===== src/rtl/core/otq_pkg.sv =====
// Shared types, codes and defaults for the ordered timer expiry queue.
package otq_pkg;

  localparam int NUM_SLOTS_DEF = 32;
  localparam int TIME_BITS_DEF = 48;
  localparam int MAX_RESULTS   = 32;

  // input mode codes
  localparam logic [1:0] MODE_ADD    = 2'd0;
  localparam logic [1:0] MODE_DEL    = 2'd1;
  localparam logic [1:0] MODE_TICK   = 2'd2;
  localparam logic [1:0] MODE_UNUSED = 2'd3;

  // classified operation codes
  localparam logic [1:0] OP_NOP  = 2'd0;
  localparam logic [1:0] OP_ADD  = 2'd1;
  localparam logic [1:0] OP_DEL  = 2'd2;
  localparam logic [1:0] OP_TICK = 2'd3;

  typedef struct packed {
    logic [1:0]  mode;
    logic [4:0]  slot_id;
    logic [47:0] expire_at;
    logic [31:0] repeat_interval;
    logic [47:0] now_time;
  } in_t;

  typedef struct packed {
    logic        fired;
    logic [4:0]  fired_id;
    logic        last;
    logic [47:0] next_deadline;
    logic        queue_empty;
  } out_t;

  typedef struct packed {
    logic [1:0]  op;
    logic [4:0]  slot;
    logic [47:0] expire;
    logic [31:0] interval;
    logic [47:0] now;
  } cmd_t;

  typedef struct packed {
    logic valid;
    cmd_t cmd;
  } cmd_ch_t;

endpackage


===== src/rtl/core/otq_front.sv =====
// Front end: accepts requests, classifies them and queues them for the back end.
module otq_front #(
  parameter int NUM_SLOTS = otq_pkg::NUM_SLOTS_DEF
) (
  input  logic            clk,
  input  logic            rst_n,
  input  logic            start,
  output logic            busy,
  input  otq_pkg::in_t    in_data,
  output otq_pkg::cmd_ch_t cmd_ch,
  input  logic            cmd_pop
);

  otq_pkg::cmd_t fifo_r [2];
  logic       wr_ptr_r, wr_ptr_nxt;
  logic       rd_ptr_r, rd_ptr_nxt;
  logic [1:0] cnt_r, cnt_nxt;
  logic       push;
  logic       pop;
  otq_pkg::cmd_t cls;

  assign busy = (cnt_r == 2'd2);
  assign push = start && !busy;
  assign pop  = cmd_pop && (cnt_r != 2'd0);

  // classify the request
  always_comb begin
    logic in_range;
    in_range     = ({27'd0, in_data.slot_id} < 32'(NUM_SLOTS));
    cls.slot     = in_data.slot_id;
    cls.expire   = in_data.expire_at;
    cls.interval = in_data.repeat_interval;
    cls.now      = in_data.now_time;
    case (in_data.mode)
      otq_pkg::MODE_ADD:  cls.op = in_range ? otq_pkg::OP_ADD : otq_pkg::OP_NOP;
      otq_pkg::MODE_DEL:  cls.op = in_range ? otq_pkg::OP_DEL : otq_pkg::OP_NOP;
      otq_pkg::MODE_TICK: cls.op = otq_pkg::OP_TICK;
      default:            cls.op = otq_pkg::OP_NOP;
    endcase
  end

  // advance pointers and count
  always_comb begin
    wr_ptr_nxt = push ? ~wr_ptr_r : wr_ptr_r;
    rd_ptr_nxt = pop ? ~rd_ptr_r : rd_ptr_r;
    cnt_nxt    = cnt_r + {1'b0, push} - {1'b0, pop};
  end

  always_ff @(posedge clk) begin
    if (!rst_n) begin
      wr_ptr_r <= 1'b0;
      rd_ptr_r <= 1'b0;
      cnt_r    <= 2'd0;
    end else begin
      wr_ptr_r <= wr_ptr_nxt;
      rd_ptr_r <= rd_ptr_nxt;
      cnt_r    <= cnt_nxt;
    end
  end

  // hold queued commands
  always_ff @(posedge clk) begin
    if (push) begin
      fifo_r[wr_ptr_r] <= cls;
    end
  end

  assign cmd_ch.valid = (cnt_r != 2'd0);
  assign cmd_ch.cmd   = fifo_r[rd_ptr_r];

endmodule


===== src/rtl/core/otq_back.sv =====
// Back end: timer table, ordered expiry scan, rearm and result sequencing.
module otq_back #(
  parameter int NUM_SLOTS = otq_pkg::NUM_SLOTS_DEF,
  parameter int TIME_BITS = otq_pkg::TIME_BITS_DEF
) (
  input  logic             clk,
  input  logic             rst_n,
  input  otq_pkg::cmd_ch_t cmd_ch,
  output logic             cmd_pop,
  output logic             out_valid,
  output otq_pkg::out_t    out_data
);

  localparam int IDW = (NUM_SLOTS > 1) ? $clog2(NUM_SLOTS) : 1;
  localparam int SCW = IDW + 1;
  localparam int MIW = $clog2(otq_pkg::MAX_RESULTS);
  localparam int CW  = MIW + 1;
  localparam int SW  = ((TIME_BITS > 32) ? TIME_BITS : 32) + 1;
  localparam logic [TIME_BITS-1:0] TMAX = {TIME_BITS{1'b1}};

  localparam logic [2:0] S_IDLE  = 3'd0;
  localparam logic [2:0] S_APPLY = 3'd1;
  localparam logic [2:0] S_SCAN  = 3'd2;
  localparam logic [2:0] S_UPD   = 3'd3;
  localparam logic [2:0] S_EMIT  = 3'd4;

  // slot tables
  logic [TIME_BITS-1:0] exp_mem [NUM_SLOTS];
  logic [31:0]          iv_mem  [NUM_SLOTS];
  logic [NUM_SLOTS-1:0] act_r, act_nxt;
  logic [TIME_BITS-1:0] exp_rd_r;
  logic [31:0]          iv_rd_r;

  logic                 exp_we, iv_we, rd_en;
  logic [IDW-1:0]       wr_addr, rd_addr;
  logic [TIME_BITS-1:0] exp_wd;

  logic [2:0]           state_r, state_nxt;
  otq_pkg::cmd_t        cmd_r, cmd_nxt;
  logic [SCW-1:0]       sc_r, sc_nxt;
  logic                 pv_r, pv_nxt;
  logic [IDW-1:0]       pidx_r, pidx_nxt;
  logic                 stat_r, stat_nxt;
  logic                 found_r, found_nxt;
  logic [TIME_BITS-1:0] best_exp_r, best_exp_nxt;
  logic [IDW-1:0]       best_id_r, best_id_nxt;
  logic [31:0]          best_iv_r, best_iv_nxt;
  logic [CW-1:0]        cnt_r, cnt_nxt;
  logic [MIW-1:0]       em_r, em_nxt;
  logic [IDW-1:0]       ids_r [otq_pkg::MAX_RESULTS];
  logic                 ids_we;
  logic [47:0]          dl_r, dl_nxt;
  logic                 empty_r, empty_nxt;
  logic                 ov_r, ov_nxt;
  otq_pkg::out_t        od_r, od_nxt;

  logic [TIME_BITS-1:0] now_t, add_exp;
  logic [IDW-1:0]       cmd_slot;
  logic                 hit;
  logic [SW-1:0]        rearm_sum;
  logic [TIME_BITS-1:0] rearm_val;
  logic                 em_last;

  assign now_t    = TIME_BITS'(cmd_r.now);
  assign add_exp  = TIME_BITS'(cmd_r.expire);
  assign cmd_slot = IDW'(cmd_r.slot);

  // candidate test on the slot that just came out of the table
  assign hit = pv_r && act_r[pidx_r] && (stat_r || (exp_rd_r < now_t))
               && (!found_r || (exp_rd_r < best_exp_r));

  // saturating rearm time
  assign rearm_sum = SW'(now_t) + SW'(best_iv_r);
  assign rearm_val = (rearm_sum[SW-1:TIME_BITS] != '0) ? TMAX : rearm_sum[TIME_BITS-1:0];

  assign em_last = (cnt_r == '0) || ({1'b0, em_r} == cnt_r - CW'(1));

  always_comb begin
    state_nxt    = state_r;
    cmd_nxt      = cmd_r;
    sc_nxt       = sc_r;
    pv_nxt       = 1'b0;
    pidx_nxt     = pidx_r;
    stat_nxt     = stat_r;
    found_nxt    = found_r;
    best_exp_nxt = best_exp_r;
    best_id_nxt  = best_id_r;
    best_iv_nxt  = best_iv_r;
    cnt_nxt      = cnt_r;
    em_nxt       = em_r;
    dl_nxt       = dl_r;
    empty_nxt    = empty_r;
    act_nxt      = act_r;
    ov_nxt       = 1'b0;
    od_nxt       = od_r;
    cmd_pop      = 1'b0;
    exp_we       = 1'b0;
    iv_we        = 1'b0;
    wr_addr      = cmd_slot;
    exp_wd       = add_exp;
    rd_en        = 1'b0;
    rd_addr      = sc_r[IDW-1:0];
    ids_we       = 1'b0;
    case (state_r)
      S_IDLE: begin
        if (cmd_ch.valid) begin
          cmd_pop   = 1'b1;
          cmd_nxt   = cmd_ch.cmd;
          state_nxt = S_APPLY;
        end
      end
      S_APPLY: begin
        // apply add or delete, then start the first scan
        if (cmd_r.op == otq_pkg::OP_ADD) begin
          exp_we            = 1'b1;
          iv_we             = 1'b1;
          act_nxt[cmd_slot] = 1'b1;
        end else if (cmd_r.op == otq_pkg::OP_DEL) begin
          act_nxt[cmd_slot] = 1'b0;
        end
        cnt_nxt   = '0;
        stat_nxt  = (cmd_r.op != otq_pkg::OP_TICK);
        sc_nxt    = '0;
        found_nxt = 1'b0;
        state_nxt = S_SCAN;
      end
      S_SCAN: begin
        // issue reads in slot order and keep the earliest candidate
        if (sc_r != SCW'(NUM_SLOTS)) begin
          rd_en    = 1'b1;
          pv_nxt   = 1'b1;
          pidx_nxt = sc_r[IDW-1:0];
          sc_nxt   = sc_r + SCW'(1);
        end
        if (hit) begin
          found_nxt    = 1'b1;
          best_exp_nxt = exp_rd_r;
          best_id_nxt  = pidx_r;
          best_iv_nxt  = iv_rd_r;
        end
        if (sc_r == SCW'(NUM_SLOTS) && !pv_r) begin
          if (stat_r) begin
            dl_nxt    = found_r ? 48'(64'(best_exp_r)) : 48'd0;
            empty_nxt = !found_r;
            em_nxt    = '0;
            state_nxt = S_EMIT;
          end else if (found_r) begin
            state_nxt = S_UPD;
          end else begin
            stat_nxt  = 1'b1;
            sc_nxt    = '0;
          end
        end
      end
      S_UPD: begin
        // rearm or free the picked slot and record it
        wr_addr = best_id_r;
        exp_wd  = rearm_val;
        if (best_iv_r != 32'd0) begin
          exp_we = 1'b1;
        end else begin
          act_nxt[best_id_r] = 1'b0;
        end
        ids_we    = 1'b1;
        cnt_nxt   = cnt_r + CW'(1);
        stat_nxt  = (cnt_r + CW'(1) == CW'(otq_pkg::MAX_RESULTS));
        sc_nxt    = '0;
        found_nxt = 1'b0;
        state_nxt = S_SCAN;
      end
      S_EMIT: begin
        // drive one result per cycle
        ov_nxt               = 1'b1;
        od_nxt.fired         = (cnt_r != '0);
        od_nxt.fired_id      = (cnt_r != '0) ? 5'(32'(ids_r[em_r])) : 5'd0;
        od_nxt.last          = em_last;
        od_nxt.next_deadline = dl_r;
        od_nxt.queue_empty   = empty_r;
        em_nxt               = em_r + MIW'(1);
        if (em_last) begin
          state_nxt = S_IDLE;
        end
      end
      default: state_nxt = S_IDLE;
    endcase
  end

  always_ff @(posedge clk) begin
    if (!rst_n) begin
      state_r <= S_IDLE;
      act_r   <= '0;
      pv_r    <= 1'b0;
      ov_r    <= 1'b0;
    end else begin
      state_r <= state_nxt;
      act_r   <= act_nxt;
      pv_r    <= pv_nxt;
      ov_r    <= ov_nxt;
    end
  end

  always_ff @(posedge clk) begin
    cmd_r      <= cmd_nxt;
    sc_r       <= sc_nxt;
    pidx_r     <= pidx_nxt;
    stat_r     <= stat_nxt;
    found_r    <= found_nxt;
    best_exp_r <= best_exp_nxt;
    best_id_r  <= best_id_nxt;
    best_iv_r  <= best_iv_nxt;
    cnt_r      <= cnt_nxt;
    em_r       <= em_nxt;
    dl_r       <= dl_nxt;
    empty_r    <= empty_nxt;
    od_r       <= od_nxt;
    if (ids_we) begin
      ids_r[cnt_r[MIW-1:0]] <= best_id_r;
    end
  end

  // expiry table
  always_ff @(posedge clk) begin
    if (exp_we) begin
      exp_mem[wr_addr] <= exp_wd;
    end
    if (rd_en) begin
      exp_rd_r <= exp_mem[rd_addr];
    end
  end

  // interval table
  always_ff @(posedge clk) begin
    if (iv_we) begin
      iv_mem[wr_addr] <= cmd_r.interval;
    end
    if (rd_en) begin
      iv_rd_r <= iv_mem[rd_addr];
    end
  end

  assign out_valid = ov_r;
  assign out_data  = od_r;

endmodule


===== src/rtl/core/ordered_timer_expiry_queue_core.sv =====
// Top level of the ordered timer expiry queue.
// Usage:
//   A request (add, delete or tick) is taken at a rising edge with start high
//   and busy low. Requests enter a two-entry queue; busy is high while it is
//   full. Each request produces one or more results on out_data, each shown
//   for exactly one cycle with out_valid high; the last one carries last=1.
//   A tick reports every active timer earlier than now_time in ascending
//   expiry order (ties by lower slot), up to 32 per tick, rearming repeating
//   timers and freeing one-shot ones. Every result carries the deadline and
//   empty flag after the whole request.
// Timing:
//   Every table scan reads one slot per cycle from the expiry and interval
//   memories. Results of one request leave on consecutive cycles.
// Reset clears every active mark and empties the request queue; the
//   receiver cannot stall results.
module ordered_timer_expiry_queue_core #(
  parameter int NUM_SLOTS = otq_pkg::NUM_SLOTS_DEF,
  parameter int TIME_BITS = otq_pkg::TIME_BITS_DEF
) (
  input  logic          clk,
  input  logic          rst_n,
  input  logic          start,
  output logic          busy,
  input  otq_pkg::in_t  in_data,
  output logic          out_valid,
  output otq_pkg::out_t out_data
);

  otq_pkg::cmd_ch_t cmd_ch;
  logic             cmd_pop;

  otq_front #(.NUM_SLOTS(NUM_SLOTS)) u_front (
    .clk     (clk),
    .rst_n   (rst_n),
    .start   (start),
    .busy    (busy),
    .in_data (in_data),
    .cmd_ch  (cmd_ch),
    .cmd_pop (cmd_pop)
  );

  otq_back #(.NUM_SLOTS(NUM_SLOTS), .TIME_BITS(TIME_BITS)) u_back (
    .clk       (clk),
    .rst_n     (rst_n),
    .cmd_ch    (cmd_ch),
    .cmd_pop   (cmd_pop),
    .out_valid (out_valid),
    .out_data  (out_data)
  );

`ifndef ASSERT_OFF
  a_burst: assert property (@(posedge clk) disable iff (!rst_n)
    out_valid && !out_data.last |=> out_valid)
    else $error("result burst broken");
  a_status_last: assert property (@(posedge clk) disable iff (!rst_n)
    out_valid && !out_data.fired |-> out_data.last)
    else $error("status result not last");
  a_empty_dl: assert property (@(posedge clk) disable iff (!rst_n)
    out_valid && out_data.queue_empty |-> out_data.next_deadline == 48'd0)
    else $error("empty queue with deadline");
`endif

endmodule


===== config.mk =====
export PLATFORM = sky130hd
export DESIGN_NAME = ordered_timer_expiry_queue_core
export DESIGN_NICKNAME = d
export VERILOG_FILES = /design/src/rtl/core/otq_pkg.sv /design/src/rtl/core/otq_front.sv /design/src/rtl/core/otq_back.sv /design/src/rtl/core/ordered_timer_expiry_queue_core.sv
export SDC_FILE = /design/constraint.sdc
export NUM_CORES = 2
export LEC_CHECK = 0
export ABC_CLOCK_PERIOD_IN_PS = 13220
export BUFFER_PORTS_ARGS = -buffer_cell sky130_fd_sc_hd__buf_2
export CAP_MARGIN = 10
export CORE_MARGIN = 2
export CORE_UTILIZATION = 60
export DETAILED_ROUTE_END_ITERATION = 12
export PLACE_DENSITY_LB_ADDON = 0.08
export SYNTH_ARGS = -nofsm -noshare
export SYNTH_HDL_FRONTEND = slang
export SYNTH_SLANG_ARGS = --single-unit

===== constraint.sdc =====
create_clock -name clk -period 13.22 [get_ports clk]
set_clock_uncertainty 0.05 [all_clocks]
set_input_delay 1.322 -clock clk [delete_from_list [all_inputs] [get_ports clk]]
set_output_delay 1.322 -clock clk [all_outputs]
set_load 0.03 [all_outputs]

==> results.txt <==
Sequential share of the synthesized area = 77.1%
WL per Instance = 34.9 um
Io pins = 196
Total gr overflow = 0
DRC violation total after the first TritonRoute iteration = 9636
WP data required = 13.74 ns
Post-route ant nets = 0
Tot Pwr = 31.9 mW
Worst Setup Path Type = reg -> reg
RR Startpoint = u_back.state_r[0]
Max Cap Violations = 0
Crit path buf inv count = 2
Detailed placement HPWL = 183000 um
Final period util = 42.4%
CP startpoint = u_back.state_r[0]
Crit-path max FO = 37
Die area = 0.227 sq mm
CTS clk-pin slew, worst paths = 0.06 ns
Hold WS = 0.363 ns
Final Hold Fails = 0
Max incr delay on CP = 0.88 ns
Hold_buf cts = 0
FILL cells = 13.9k
Skew-Pair Late Insertion Delay = 0.98 ns
H-tree levels = 5
Final Wtd Congestion = 0.876
Vias in the first global route = 64.5k
Core ar. = 0.222 sq mm
Syn_nets = 6347
DRC Markers = 0
Ys flop type = edfxtp_1
Final Setup Violations = 0
Layout cells sized above 1 = 29.9%
Buffers on Ports = 195
Die Span Y = 477 um
Slew headroom = 13.4%
Cells after Synth = 6070
EDFF count, synth = 3419
Synth Register Bits = 3460
Vias = 65.1k
Num Clock Sinks = 3460
Area grow syn2layout = 12.3%
Initial antenna violation count = 5
Total track usage = 30.0%
Min-delay src = u_back.dl_r[2]
Post-layout minimum cycle time = 5.61 ns
Clk root buf = clkbuf_16
Synth unique cells = 77
CP Launch Type = register
Slew at the pin closest to its max-slew limit = 1.30 ns
Post-Syn Area per Cell = 22.1 sq um
Ys async rst share = 0%
Drt pass-1 iters = 6
Worst min path class = reg -> reg
Fin nets = 6794
Most frequent cells in the layout = edfxtp_1 (3419), mux4_2 (860), clkbuf_16 (362), mux2_2 (216), buf_2 (195)
Leak = 48.2 nW
Core Rows = 173
CTS buffer count = 354
Synth warnings = 0
Crit path cell chain = nor2b_1 -> and2_4 -> buf_4 -> o21ai_0 -> nand2_1 -> nand2_1 -> nor2_4 -> buf_4
Starting density of the core = 60.3%
Status = finished clean
Most common cell after layout, fill and taps aside = edfxtp_1
Total Wirelength = 340000 um
Setup TNS Final = 0 ns
Fmax = 178 MHz
Via density = 6.68
CP Capture Type = register
Chip width = 477 um
CP delay by family, top = simple AND/OR/NAND/NOR gates
PwrDens = 212 mW/mm^2
CTS tree = done
Setup Fix Bufs, Post-CTS = 0
Longest Clk Path Bufs = 4
First-pass GRT wire length = 480000 um
VDD IR max = 0.000198 V
Critical Path AT = 6.13 ns
Slowest-stage cell, CP = nor2_4
Slew Limit Fails = 0
Pin count of the biggest net entering global routing = 148
RSZ-0062 raised after global routing = false
Post-Syn Area = 0.134 sq mm
Post-CTS Resized = 0
## flip-flops by register name (all words and copies together) (netlist names), 6 cells and up, named ones only
register,cells
u_back.exp_mem,1536
u_back.out_data,56
u_back.cnt_r,6
u_back.exp_rd_r,48
u_back.ids_r,160
u_front.fifo_r,270
u_back.now_t,48
u_back.cmd_r,34
u_back.iv_rd_r,32
u_back.sc_r,6
u_back.add_exp,48
u_back.dl_r,48
u_back.iv_mem,1024
u_back.best_iv_r,32
u_back.best_exp_r,48
## routing by layer
layer / vias to the layer above / track usage (%) / share of wire [%]
met4: 2 / 9.29 / 3.3
met2: 3600 / 47.8 / 49
li1: 26200 / - / -
met5: - / 0 / 0.0021
met3: 556 / 4.84 / 9.2
met1: 34700 / 43.7 / 39
## kinds of logic (layout without fill, tap and decap cells)
family | after synthesis | count (layout) | synth area share [%]
AOI/OAI and AO/OA | 394 | 394 | 1.82
xor gates and xnor gates | 64 | 64 | 0.418
adders and majority gates | 139 | 139 | 1.30
buffers and inverters | 391 | 1091 | 1.19
DFF | 3460 | 3460 | 77.1
muxes | 1083 | 1083 | 16.3
other | 0 | 3 | 0
and+or+nand+nor | 539 | 539 | 1.82
## synth_stat cells (all sizes together) (4+ instances only)
master	number	area [sq um]
a31oi	8	65.1
and2	15	96.4
nand3b	4	30.0
o21bai	7	52.6
xnor2	40	350
or2	8	50.1
nand4	30	194
nand2	108	410
mux2	216	2430
o31ai	6	45.0
mux4	860	19400
a211oi	9	72.6
and3	14	87.6
clkbuf	171	642
a21oi	176	896
a21o	53	398
nor2b	9	56.3
mux2i	7	70.1
dfxtp	41	821
ha	138	1730
nor2	257	965
nor3	25	140
or3	8	50.1
buf	98	492
o21ai	67	335
inv	122	458
a22oi	4	30.0
nor4	10	62.6
o211ai	25	201
nand2b	9	56.3
o21a	9	67.6
edfxtp	3419	103000
nand3	33	170
xor2	24	210
## report_power, final
group	switching [mW]	internal, mW
sequential	0.769	13.9
combinational	4.39	3.50
clock	3.98	5.37
## through the flow
step	instances	util (%)	cell area (sq um)	setup WS, ns
2_1_floorplan	6070	-	134000	4.27
3_3_place_gp	9114	62.8	140000	7.57
3_5_place_dp	9119	62.8	140000	7.52
4_1_cts	9728	67.6	150000	7.53
5_1_grt	9746	67.7	151000	7.23
6_report	9748	67.8	151000	7.61
## layout make-up
class	instances	area [sq um]	share of cell area, %
inverters	122	459	0.305
flip-flops and latches	3460	103000	68.7
clock inverters	166	1290	0.859
multi-input cells	2219	29800	19.8
clock buffers	443	9360	6.22
repair buffers	360	2520	1.67
well taps	2975	3720	2.47
diodes	3	7.51	0.00498
## path summary, 6_finish.rpt
check,endpoint,slack (ns),depth (start not counted)
worst min-delay path,u_back.out_data[3],0.36,0
worst max register to register,u_back.exp_mem[28][9],7.61,8
worst max-delay path,u_back.exp_mem[28][9],7.61,8
worst min register to register,u_back.out_data[3],0.36,0
(Power assumes the default switching activity.)
